`config.mk`:
```
export PLATFORM = sky130hd
export DESIGN_NAME = comment_stripping_tokenizer_unit_flat
export DESIGN_NICKNAME = d
export VERILOG_FILES = /design/src/rtl/cst_pkg.sv /design/src/rtl/cst_in_if.sv /design/src/rtl/cst_out_if.sv /design/src/rtl/cst_lexer.sv /design/src/rtl/cst_out_reg.sv /design/src/rtl/comment_stripping_tokenizer_unit.sv /design/src/flat_wrapper.sv
export SDC_FILE = /design/constraint.sdc
export NUM_CORES = 1
export LEC_CHECK = 0
export ABC_AREA = 1
export CAP_MARGIN = 5
export CORE_ASPECT_RATIO = 1.5
export CORE_MARGIN = 8
export CORE_UTILIZATION = 62
export DETAILED_ROUTE_END_ITERATION = 12
export DONT_BUFFER_PORTS = 1
export PLACE_DENSITY_LB_ADDON = 0.1
export SLEW_MARGIN = 10
export SYNTH_ARGS = -nofsm -noshare
export SYNTH_HDL_FRONTEND = slang
export SYNTH_SLANG_ARGS = --single-unit
```
`constraint.sdc`:
```
create_clock -name clk_i -period 2.2 [get_ports clk_i]
set_input_delay 0.33 -clock clk_i [delete_from_list [all_inputs] [get_ports clk_i]]
set_output_delay 0.33 -clock clk_i [all_outputs]
set_load 0.05 [all_outputs]
```
`src/rtl/cst_pkg.sv`:
```
// ---------------------------------------------------------------------------
// cst_pkg
// Shared types, byte codes and helpers of the comment stripping tokenizer.
// ---------------------------------------------------------------------------
`timescale 1ns / 1ps

package cst_pkg;

  localparam int unsigned CST_MAX_TOKEN_LEN = 64;

  localparam logic [7:0] CHAR_SLASH = 8'h2F;
  localparam logic [7:0] CHAR_STAR  = 8'h2A;
  localparam logic [7:0] CHAR_LF    = 8'h0A;
  localparam logic [7:0] CHAR_CR    = 8'h0D;
  localparam logic [7:0] CHAR_SPACE = 8'h20;
  localparam logic [7:0] CHAR_TAB   = 8'h09;

  typedef struct packed {
    logic [7:0] token_byte;
    logic       last;
    logic       overflow;
  } cst_result_t;

  function automatic logic is_blank(input logic [7:0] b);
    return (b == CHAR_SPACE) || (b == CHAR_TAB) || (b == CHAR_LF) || (b == CHAR_CR);
  endfunction

endpackage

```
`src/rtl/cst_in_if.sv`:
```
// ---------------------------------------------------------------------------
// cst_in_if
// Input channel: one raw text byte or an end-of-input marker per transfer.
// ---------------------------------------------------------------------------
`timescale 1ns / 1ps

interface cst_in_if;
  logic       valid;
  logic       ready;
  logic [7:0] in_byte;
  logic       end_of_input;

  modport source (output valid, output in_byte, output end_of_input, input ready);
  modport sink   (input valid, input in_byte, input end_of_input, output ready);
endinterface

```
`src/rtl/cst_out_if.sv`:
```
// ---------------------------------------------------------------------------
// cst_out_if
// Output channel: one token byte with last and overflow flags per transfer.
// ---------------------------------------------------------------------------
`timescale 1ns / 1ps

interface cst_out_if;
  logic       valid;
  logic       ready;
  logic [7:0] token_byte;
  logic       last;
  logic       overflow;

  modport source (output valid, output token_byte, output last, output overflow,
                  input ready);
  modport sink   (input valid, input token_byte, input last, input overflow,
                  output ready);
endinterface

```
`src/rtl/cst_lexer.sv`:
```
// ---------------------------------------------------------------------------
// cst_lexer
// Lexer state and combinational next-state logic; one byte per step.
// ---------------------------------------------------------------------------
`timescale 1ns / 1ps

module cst_lexer import cst_pkg::*; #(
  parameter int unsigned MAX_TOKEN_LEN = CST_MAX_TOKEN_LEN
) (
  input  logic        clk_i,
  input  logic        rst_ni,
  input  logic        step_i,
  input  logic [7:0]  in_byte_i,
  input  logic        end_of_input_i,
  output logic        res_valid_o,
  output cst_result_t res_o
);

  localparam int unsigned LenW = $clog2(MAX_TOKEN_LEN + 1);

  typedef enum logic [2:0] {
    MODE_IDLE,
    MODE_SLASH,
    MODE_LINE,
    MODE_BLOCK,
    MODE_BSTAR,
    MODE_TOKEN
  } mode_e;

  mode_e            mode_q, mode_d;
  logic [7:0]       held_byte_q, held_byte_d;
  logic             held_valid_q, held_valid_d;
  logic [LenW-1:0]  len_q, len_d;
  logic             exceeded_q, exceeded_d;

  logic blank, slash;

  assign blank = is_blank(in_byte_i);
  assign slash = (in_byte_i == CHAR_SLASH);

  always_comb begin
    mode_d       = mode_q;
    held_byte_d  = held_byte_q;
    held_valid_d = held_valid_q;
    len_d        = len_q;
    exceeded_d   = exceeded_q;
    res_valid_o  = 1'b0;
    res_o        = '{token_byte: held_byte_q, last: 1'b0, overflow: 1'b0};

    if (end_of_input_i) begin
      if (mode_q == MODE_TOKEN && held_valid_q) begin
        res_valid_o = 1'b1;
        res_o.last     = 1'b1;
        res_o.overflow = exceeded_q;
      end
      mode_d       = MODE_IDLE;
      held_byte_d  = '0;
      held_valid_d = 1'b0;
      len_d        = '0;
      exceeded_d   = 1'b0;
    end else begin
      // slash not followed by a comment opener falls through to idle handling
      unique case (mode_q)
        MODE_LINE: begin
          if (in_byte_i == CHAR_LF || in_byte_i == CHAR_CR) mode_d = MODE_IDLE;
        end
        MODE_BLOCK: begin
          if (in_byte_i == CHAR_STAR) mode_d = MODE_BSTAR;
        end
        MODE_BSTAR: begin
          if (slash) begin
            mode_d = MODE_IDLE;
          end else if (in_byte_i != CHAR_STAR) begin
            mode_d = MODE_BLOCK;
          end
        end
        MODE_TOKEN: begin
          if (blank || slash) begin
            if (held_valid_q) begin
              res_valid_o    = 1'b1;
              res_o.last     = 1'b1;
              res_o.overflow = exceeded_q;
            end
            held_byte_d  = '0;
            held_valid_d = 1'b0;
            len_d        = '0;
            exceeded_d   = 1'b0;
            mode_d       = slash ? MODE_SLASH : MODE_IDLE;
          end else if (len_q < LenW'(MAX_TOKEN_LEN)) begin
            res_valid_o  = held_valid_q;
            held_byte_d  = in_byte_i;
            held_valid_d = 1'b1;
            len_d        = len_q + LenW'(1);
          end else begin
            exceeded_d = 1'b1;
          end
        end
        default: begin
          if (mode_q == MODE_SLASH && slash) begin
            mode_d = MODE_LINE;
          end else if (mode_q == MODE_SLASH && in_byte_i == CHAR_STAR) begin
            mode_d = MODE_BLOCK;
          end else if (blank) begin
            mode_d = MODE_IDLE;
          end else if (slash) begin
            mode_d = MODE_SLASH;
          end else begin
            held_byte_d  = in_byte_i;
            held_valid_d = 1'b1;
            len_d        = LenW'(1);
            exceeded_d   = 1'b0;
            mode_d       = MODE_TOKEN;
          end
        end
      endcase
    end
  end

  always_ff @(posedge clk_i or negedge rst_ni) begin
    if (!rst_ni) begin
      mode_q       <= MODE_IDLE;
      held_byte_q  <= '0;
      held_valid_q <= 1'b0;
      len_q        <= '0;
      exceeded_q   <= 1'b0;
    end else if (step_i) begin
      mode_q       <= mode_d;
      held_byte_q  <= held_byte_d;
      held_valid_q <= held_valid_d;
      len_q        <= len_d;
      exceeded_q   <= exceeded_d;
    end
  end

endmodule

```
`src/rtl/cst_out_reg.sv`:
```
// ---------------------------------------------------------------------------
// cst_out_reg
// Result register between the lexer and the output channel.
// ---------------------------------------------------------------------------
`timescale 1ns / 1ps

module cst_out_reg import cst_pkg::*; (
  input  logic        clk_i,
  input  logic        rst_ni,
  input  logic        load_i,
  input  cst_result_t res_i,
  input  logic        out_ready_i,
  output logic        out_valid_o,
  output cst_result_t out_res_o,
  output logic        free_o
);

  logic        valid_q;
  cst_result_t res_q;

  // free when empty or when the held result transfers this cycle
  assign free_o      = !valid_q || out_ready_i;
  assign out_valid_o = valid_q;
  assign out_res_o   = res_q;

  always_ff @(posedge clk_i or negedge rst_ni) begin
    if (!rst_ni) begin
      valid_q <= 1'b0;
    end else if (free_o) begin
      valid_q <= load_i;
    end
  end

  always_ff @(posedge clk_i) begin
    if (free_o && load_i) begin
      res_q <= res_i;
    end
  end

endmodule

```
`src/rtl/comment_stripping_tokenizer_unit.sv`:
```
// ---------------------------------------------------------------------------
// comment_stripping_tokenizer_unit
// Strips blanks and C comments from a byte stream and emits token bytes.
// ---------------------------------------------------------------------------
// One input byte is taken per cycle while the input is ready, and each transfer
// yields at most one token byte, delivered from the result register in the cycle
// after its input transfer. The input is ready whenever the result register is
// empty or its result transfers in the same cycle, so throughput is one byte per
// cycle as long as the output side keeps up. The last byte of each token carries
// last, and overflow when bytes past MAX_TOKEN_LEN were dropped.
`timescale 1ns / 1ps

module comment_stripping_tokenizer_unit import cst_pkg::*; #(
  parameter int unsigned MAX_TOKEN_LEN = CST_MAX_TOKEN_LEN
) (
  input  logic     clk_i,
  input  logic     rst_ni,
  cst_in_if.sink   in_i,
  cst_out_if.source out_o
);

  logic        step;
  logic        res_valid;
  cst_result_t res;
  logic        free;
  cst_result_t out_res;

  assign in_i.ready = free;
  assign step       = in_i.valid && free;

  cst_lexer #(
    .MAX_TOKEN_LEN(MAX_TOKEN_LEN)
  ) u_lexer (
    .clk_i          (clk_i),
    .rst_ni         (rst_ni),
    .step_i         (step),
    .in_byte_i      (in_i.in_byte),
    .end_of_input_i (in_i.end_of_input),
    .res_valid_o    (res_valid),
    .res_o          (res)
  );

  cst_out_reg u_out_reg (
    .clk_i       (clk_i),
    .rst_ni      (rst_ni),
    .load_i      (step && res_valid),
    .res_i       (res),
    .out_ready_i (out_o.ready),
    .out_valid_o (out_o.valid),
    .out_res_o   (out_res),
    .free_o      (free)
  );

  assign out_o.token_byte = out_res.token_byte;
  assign out_o.last       = out_res.last;
  assign out_o.overflow   = out_res.overflow;

endmodule

```
`src/flat_wrapper.sv`:
```
// flat-port wrapper written by rule: the top's interface ports become plain ports
module comment_stripping_tokenizer_unit_flat import cst_pkg::*;
#(
  parameter int unsigned MAX_TOKEN_LEN = CST_MAX_TOKEN_LEN
)
  (clk_i, rst_ni, in_i_valid, in_i_in_byte, in_i_end_of_input, in_i_ready, out_o_valid, out_o_token_byte, out_o_last, out_o_overflow, out_o_ready);
  cst_in_if in_i_i ();
  cst_out_if out_o_i ();
  input  logic clk_i;
  input  logic rst_ni;
  input wire logic [$bits(in_i_i.valid)-1:0] in_i_valid;
  input wire logic [$bits(in_i_i.in_byte)-1:0] in_i_in_byte;
  input wire logic [$bits(in_i_i.end_of_input)-1:0] in_i_end_of_input;
  output wire logic [$bits(in_i_i.ready)-1:0] in_i_ready;
  output wire logic [$bits(out_o_i.valid)-1:0] out_o_valid;
  output wire logic [$bits(out_o_i.token_byte)-1:0] out_o_token_byte;
  output wire logic [$bits(out_o_i.last)-1:0] out_o_last;
  output wire logic [$bits(out_o_i.overflow)-1:0] out_o_overflow;
  input wire logic [$bits(out_o_i.ready)-1:0] out_o_ready;
  assign in_i_i.valid = in_i_valid;
  assign in_i_i.in_byte = in_i_in_byte;
  assign in_i_i.end_of_input = in_i_end_of_input;
  assign in_i_ready = in_i_i.ready;
  assign out_o_valid = out_o_i.valid;
  assign out_o_token_byte = out_o_i.token_byte;
  assign out_o_last = out_o_i.last;
  assign out_o_overflow = out_o_i.overflow;
  assign out_o_i.ready = out_o_ready;
  comment_stripping_tokenizer_unit #(.MAX_TOKEN_LEN(MAX_TOKEN_LEN)) u_core (.clk_i(clk_i), .rst_ni(rst_ni), .in_i(in_i_i), .out_o(out_o_i));
endmodule
```
==> out/metrics.yaml, run 1 <==
outcome: "finished clean"
ys.flop_type: "dfrtp_1"
antennaDiodeCount: 0
maxSlewHeadroom_pct: 37.7
coreArea_um2: 2850
cp-start-kind: "flop"
vias: 1554
maxSlewViolCount: 0
multi_input_area_um2: 831
critPathArrivalTime_ns: 1.94
grt_pass1_vias: 1440
cp_max_fo: 16
finalHoldViolCount: 0
busiest_layer: "met2"
clockBufferDepth: 2
grt_pass1_wl_um: 6400
grt_use_met1_pct: 18.2
nNetsFinal: 271
nFillCells: 256
min_path_type: "input pin to flop"
synth_most_common_cell: "nand2_1"
clock_sinks: 31
end_kind: "flop"
syn_nets: 265
drtIter0Drc: 44
p_leak_nw: 1.02
drc: 0
worstSetupPathType: "flop to flop"
wl_um: 3850
async_reset_ff_share_pct: 67.7
reg2regPathDepth: 9
synth_edf_count: 10
place_area_um2: 1840
post_cts_resize_count: 0
ys_seq_area_share_pct: 45.6
dr.pass1.iters: 4
grt_util_met2_pct: 31.0
synth_largest_area_cell: "dfrtp_1"
tightest_slew_ns: 0.932
reg2reg_slack_ns: 0.48
via_per_inst: 5.23
grt_use_met3_pct: 4.81
peakVddDrop_v: 0.000864
num_io_pins: 25
skew_ns: 0.00576
synth_common_cells: "nand2_1 (91), nor2_1 (40), inv_1 (27)"
cts_tree: "built"
max_freq_mhz: 580
track_usage_pct: 17.4
clk_pin_slew_worst_paths_ns: 0.06
crit_required_ns: 2.42
avgSynthCellArea_um2: 7.21
grt_overflow_total: 0
ys_warn_count: 0
synth_area_um2: 1810
row_count: 24
synth_area_leaders: "dfrtp_1 (29%), nand2_1 (19%), edfxtp_1 (17%), nor2_1 (8.3%), inv_1 (5.6%)"
synth_largest_type_area_fraction_pct: 29.0
post-route-min-period_ns: 1.72
whs_path_depth: 2
synth_cell_type_count: 26
final_cell_area_um2: 1960
area_growth_pct: 8.44
rsz0062_at_grt: "false"
grt_max_degree: 22
antenna_found_initial: 0
place_congestion: 0.866
cts_root_buf: "clkbuf_8"
wire_per_inst_um: 12.9
dieArea_um2: 4940
clk_latency_ns: 0.28
cts_max_level: 2
fin_tns_setup_ns: 0
start_util_pct: 63.4
portBuffers: 0
ys_ff_latch: 31
cts_buffers: 5
period_share_pct: 78.4
powerDensity_nw_per_um2: 966
synth_cells: 251
die_h_um: 82.2
place_hpwl_um: 2980
die_w_um: 60.1
setup_violations: 0
ant_nets: 0
maxCapViolCount: 0
drive_gt1_share_pct: 10.5
regArea_um2: 826
-- critical path, stage by stage (launching register included) --
cell     delay (ns)
dfrtp_1        0.42
inv_1          0.09
nand2_1        0.07
inv_2          0.05
nand2_1        0.11
nor2_2         0.18
nand4_2        0.32
nand2_4        0.29
nand2_1        0.07
nand2_1        0.08
-- cells by family (layout without fill, tap and decap cells) --
family | Yosys count | in the layout | share of synthesized area, %
xor+xnor | 5 | 5 | 2.42
compound gates | 11 | 11 | 3.46
simple gates | 166 | 166 | 39.4
buf+inv | 37 | 44 | 8.44
flops | 31 | 31 | 45.6
fa+ha+maj | 1 | 1 | 0.691
-- routing by layer --
metal	vias up	part of all wire [%]
met5	-	0
met4	0	1.7
met3	7	4.5
met2	41	53
met1	713	40
li1	793	-
-- what timing repair did --
item | in CTS | in global routing
hold buffers | 1 | 0
hold endpoints to repair | 21 | 0
buffers inserted | 0 | 0
-- stage by stage --
| stage | hold WS [ns] | total power [W] | std cells | setup slack (ns) | util (%) |
|---|---|---|---|---|---|
| after CTS | 0.192 | 0.00191 | 297 | 0.488 | 68.8 |
| after detailed placement | 0.0349 | 0.00136 | 288 | 0.491 | 64.6 |
| after global placement | 0.0350 | 0.00134 | 288 | 0.525 | 64.6 |
| after global routing | 0.189 | 0.00201 | 297 | 0.314 | 68.8 |
| final | 0.196 | 0.00190 | 297 | 0.476 | 68.8 |
| after floorplan | 0.0344 | 0.00126 | 251 | 0.352 | - |
-- state kept, by name, indices dropped and copies added, names as in the netlist --
signal,cells
u_core.u_out_reg.out_valid_o,1
u_core.u_lexer.held_byte_q,8
u_core.u_lexer.len_q,7
u_core.u_out_reg.out_res_o,10
u_core.u_lexer.exceeded_q,1
u_core.u_lexer.mode_q,3
u_core.u_lexer.held_valid_q,1
-- path summary, 6_finish.rpt --
path	startpoint	endpoint
setup / recovery	u_core.u_lexer.mode_q[1]	u_core.u_lexer.held_byte_q[1]
hold / removal	in_i_in_byte[2]	u_core.u_lexer.held_byte_q[2]
setup reg to reg	u_core.u_lexer.mode_q[1]	u_core.u_lexer.held_byte_q[1]
hold reg to reg	u_core.u_lexer.held_byte_q[3]	u_core.u_out_reg.out_res_o[5]
max in group asynchronous	rst_ni	u_core.u_lexer.held_valid_q
min in group asynchronous	rst_ni	u_core.u_lexer.len_q[5]
-- area by class of cell --
class / count / area share (%)
multi-input cells: 183 / 42.3
clock buffers: 5 / 3.51
flip-flops and latches: 31 / 42.1
repair buffers: 3 / 1.28
inverters: 33 / 6.31
well taps: 39 / 2.49
clock inverters: 3 / 1.98
-- cell usage in the layout, fill, tap and decap left out --
cell / instances
a21oi_2: 1
nand4_1: 6
nor2_4: 1
xnor2_1: 2
dlygate4sd3_1: 1
nand3_1: 18
clkbuf_8: 5
nand2_1: 91
a21boi_1: 1
o21ai_0: 6
nand2_4: 1
nand4_2: 1
dfrtp_1: 21
buf_4: 2
edfxtp_1: 10
clkinv_1: 1
bufinv_16: 1
nor2_2: 1
nand3_2: 1
nor2_1: 40
clkinv_2: 1
nor3_2: 1
inv_1: 27
nand2_2: 5
xor2_1: 3
a31oi_1: 1
ha_1: 1
inv_2: 6
a21oi_1: 2
-- where the power goes --
part	switching, W	internal [W]	total (W)
Combinational	0.000350	0.000155	0.000505
Sequential	0.000126	0.000727	0.000853
Clock	0.000206	0.000331	0.000537
Total	0.000682	0.00121	0.00190
Note: power is estimated with default switching activity, not from simulation.
==> run 2, diff against run 1 <==
--- a/config.mk
+++ b/config.mk
@@ -9,7 +9,7 @@
 export CAP_MARGIN = 5
 export CORE_ASPECT_RATIO = 1.5
 export CORE_MARGIN = 8
-export CORE_UTILIZATION = 62
+export CORE_UTILIZATION = 56
 export DETAILED_ROUTE_END_ITERATION = 12
 export DONT_BUFFER_PORTS = 1
 export PLACE_DENSITY_LB_ADDON = 0.1
==> constraint.sdc (replaced) <==
create_clock -name clk_i -period 1.56 [get_ports clk_i]
set_input_delay 0.234 -clock clk_i [delete_from_list [all_inputs] [get_ports clk_i]]
set_output_delay 0.234 -clock clk_i [all_outputs]
set_load 0.05 [all_outputs]
==> run 2 against run 1 <==
Against the previous run: the flow now finishes with violations (negative setup slack); non-clock buffer count increased by 22; critical endpoint is now u_core.u_lexer.held_byte_q[5]; combinational power increased by 130%; hold slack got worse by 0.093 ns; highest routed layer unchanged.
==> out/metrics.yaml, run 2 (synthesis gave the netlist of run 1 again) <==
wire_per_inst_um: 14.1
die_h_um: 85.6
antenna_found_initial: 0
place_hpwl_um: 3240
cp_top_family: "simple AND/OR/NAND/NOR gates"
grt_overflow_total: 0
tightest_slew_ns: 1.01
maxSlewViolCount: 0
maxCapViolCount: 0
worstSetupPathType: "flop to flop"
portBuffers: 0
pre_cts_ws_ns: -0.0153
rsz0062_at_grt: "true"
crit_required_ns: 1.73
dieArea_um2: 5340
via_per_inst: 5.34
cts_max_level: 2
drtIter0Drc: 95
drc: 0
num_io_pins: 25
dr.pass1.iters: 4
final_cell_mix: "nand2_1 (87), nor2_1 (34), inv_1 (24)"
cp-start-kind: "flop"
worst-path-buf-inv: 3
grt_pass1_wl_um: 7330
violations: "negative setup slack"
finalHoldViolCount: 0
clk_latency_ns: 0.28
peakVddDrop_v: 0.00123
setup_violations: 7
end_kind: "flop"
largest_reg_flops: 10
clockBufferDepth: 2
crit_slowest_cell: "dfrtp_2"
post-route-min-period_ns: 1.58
die_w_um: 62.4
final_util_pct: 73.8
clk_pin_slew_worst_paths_ns: 0.07
area_growth_pct: 27.6
row_count: 25
ant_nets: 0
cts_root_buf: "clkbuf_8"
coreArea_um2: 3130
nNetsFinal: 294
powerDensity_nw_per_um2: 1370
period_share_pct: 101
cts_buffers: 5
fin_cells: 321
max_freq_mhz: 634
crit_chain: "inv_4 > nor3_4 > inv_1 > nor2_2 > nor2_4 > nand3_2 > nand2_4 > buf_6 > nand4_1 > nand2_1"
drive_gt1_share_pct: 25.6
grt_max_degree: 22
max_stage_delay_ns: 0.42
p_leak_nw: 1.17
outcome: "finished with violations"
wl_um: 4530
track_usage_pct: 16.9
worst_slack_ns: -0.0168
final_common_cell: "nand2_1"
skew_ns: 0.00408
maxSlewHeadroom_pct: 32.6
critPathArrivalTime_ns: 1.75
clock_sinks: 31
min_path_type: "input pin to flop"
start_util_pct: 57.8
cp_max_fo: 7
antennaDiodeCount: 0
grt_pass1_vias: 1659
placed_cells: 309
place_congestion: 0.816
vias: 1714
cts_tree: "built"
==> run 2: area by class of cell <==
| type | instances | area [um^2] |
|---|---|---|
| Clock buffer | 5 | 68.8 |
| Clock inverter | 3 | 43.8 |
| Fill cell | 243 | 820 |
| Inverter | 33 | 126 |
| Multi-Input combinational cell | 184 | 976 |
| Sequential cell | 31 | 830 |
| Tap cell | 40 | 50.0 |
| Timing Repair Buffer | 25 | 214 |
==> run 2: final timing paths <==
check	startpoint	to	slack, ns	cells after the start
min reg2reg	u_core.u_lexer.held_byte_q[6]	u_core.u_out_reg.out_res_o[8]	0.45	0
max reg2reg	u_core.u_lexer.mode_q[0]	u_core.u_lexer.held_byte_q[5]	-0.02	10
max in group asynchronous	rst_ni	u_core.u_lexer.mode_q[2]	0.31	1
min	in_i_end_of_input	u_core.u_lexer.len_q[4]	0.10	3
max	u_core.u_lexer.mode_q[0]	u_core.u_lexer.held_byte_q[5]	-0.02	10
min in group asynchronous	rst_ni	u_core.u_lexer.held_byte_q[3]	0.57	1
==> run 2: routing by layer <==
metal	track usage (%)	vias to the layer above	wire, um
met5	0	-	0
met1	17.4	805	1720
met4	6.88	0	150
met2	31.6	51	2390
li1	-	839	-
met3	4.30	19	274
==> run 2: report_power, final <==
group          switching (W)  internal, W
clock               0.000317     0.000475
combinational       0.000697     0.000456
sequential          0.000190      0.00103
==> run 2: through the flow <==
step | area, um^2 | total power [W] | TNS, ns | hold slack [ns]
final | 2310 | 0.00317 | -0.0559 | 0.103
after global routing | 2310 | 0.00335 | -1.35 | 0.109
after CTS | 2150 | 0.00289 | 0 | 0.0954
after detailed placement | 2020 | 0.00208 | -0.150 | -0.0608
after global placement | 2020 | 0.00205 | -0.0791 | -0.0606
after floorplan | 1820 | 0.00179 | 0 | -0.0616
==> run 2: what timing repair did <==
action | in CTS | in global routing
gates resized for setup | 1 | 35
setup endpoints to repair | 2 | 30
cloned | 0 | 1
buffers inserted | 0 | 2
endpoints found under the hold margin | 21 | 0
pin swaps | 0 | 10
hold buffers | 1 | 0
==> run 2: worst min-delay path, stage by stage <==
cell     delay (ns)
nor2_1         0.03
nand2_1        0.05
nand2_1        0.04
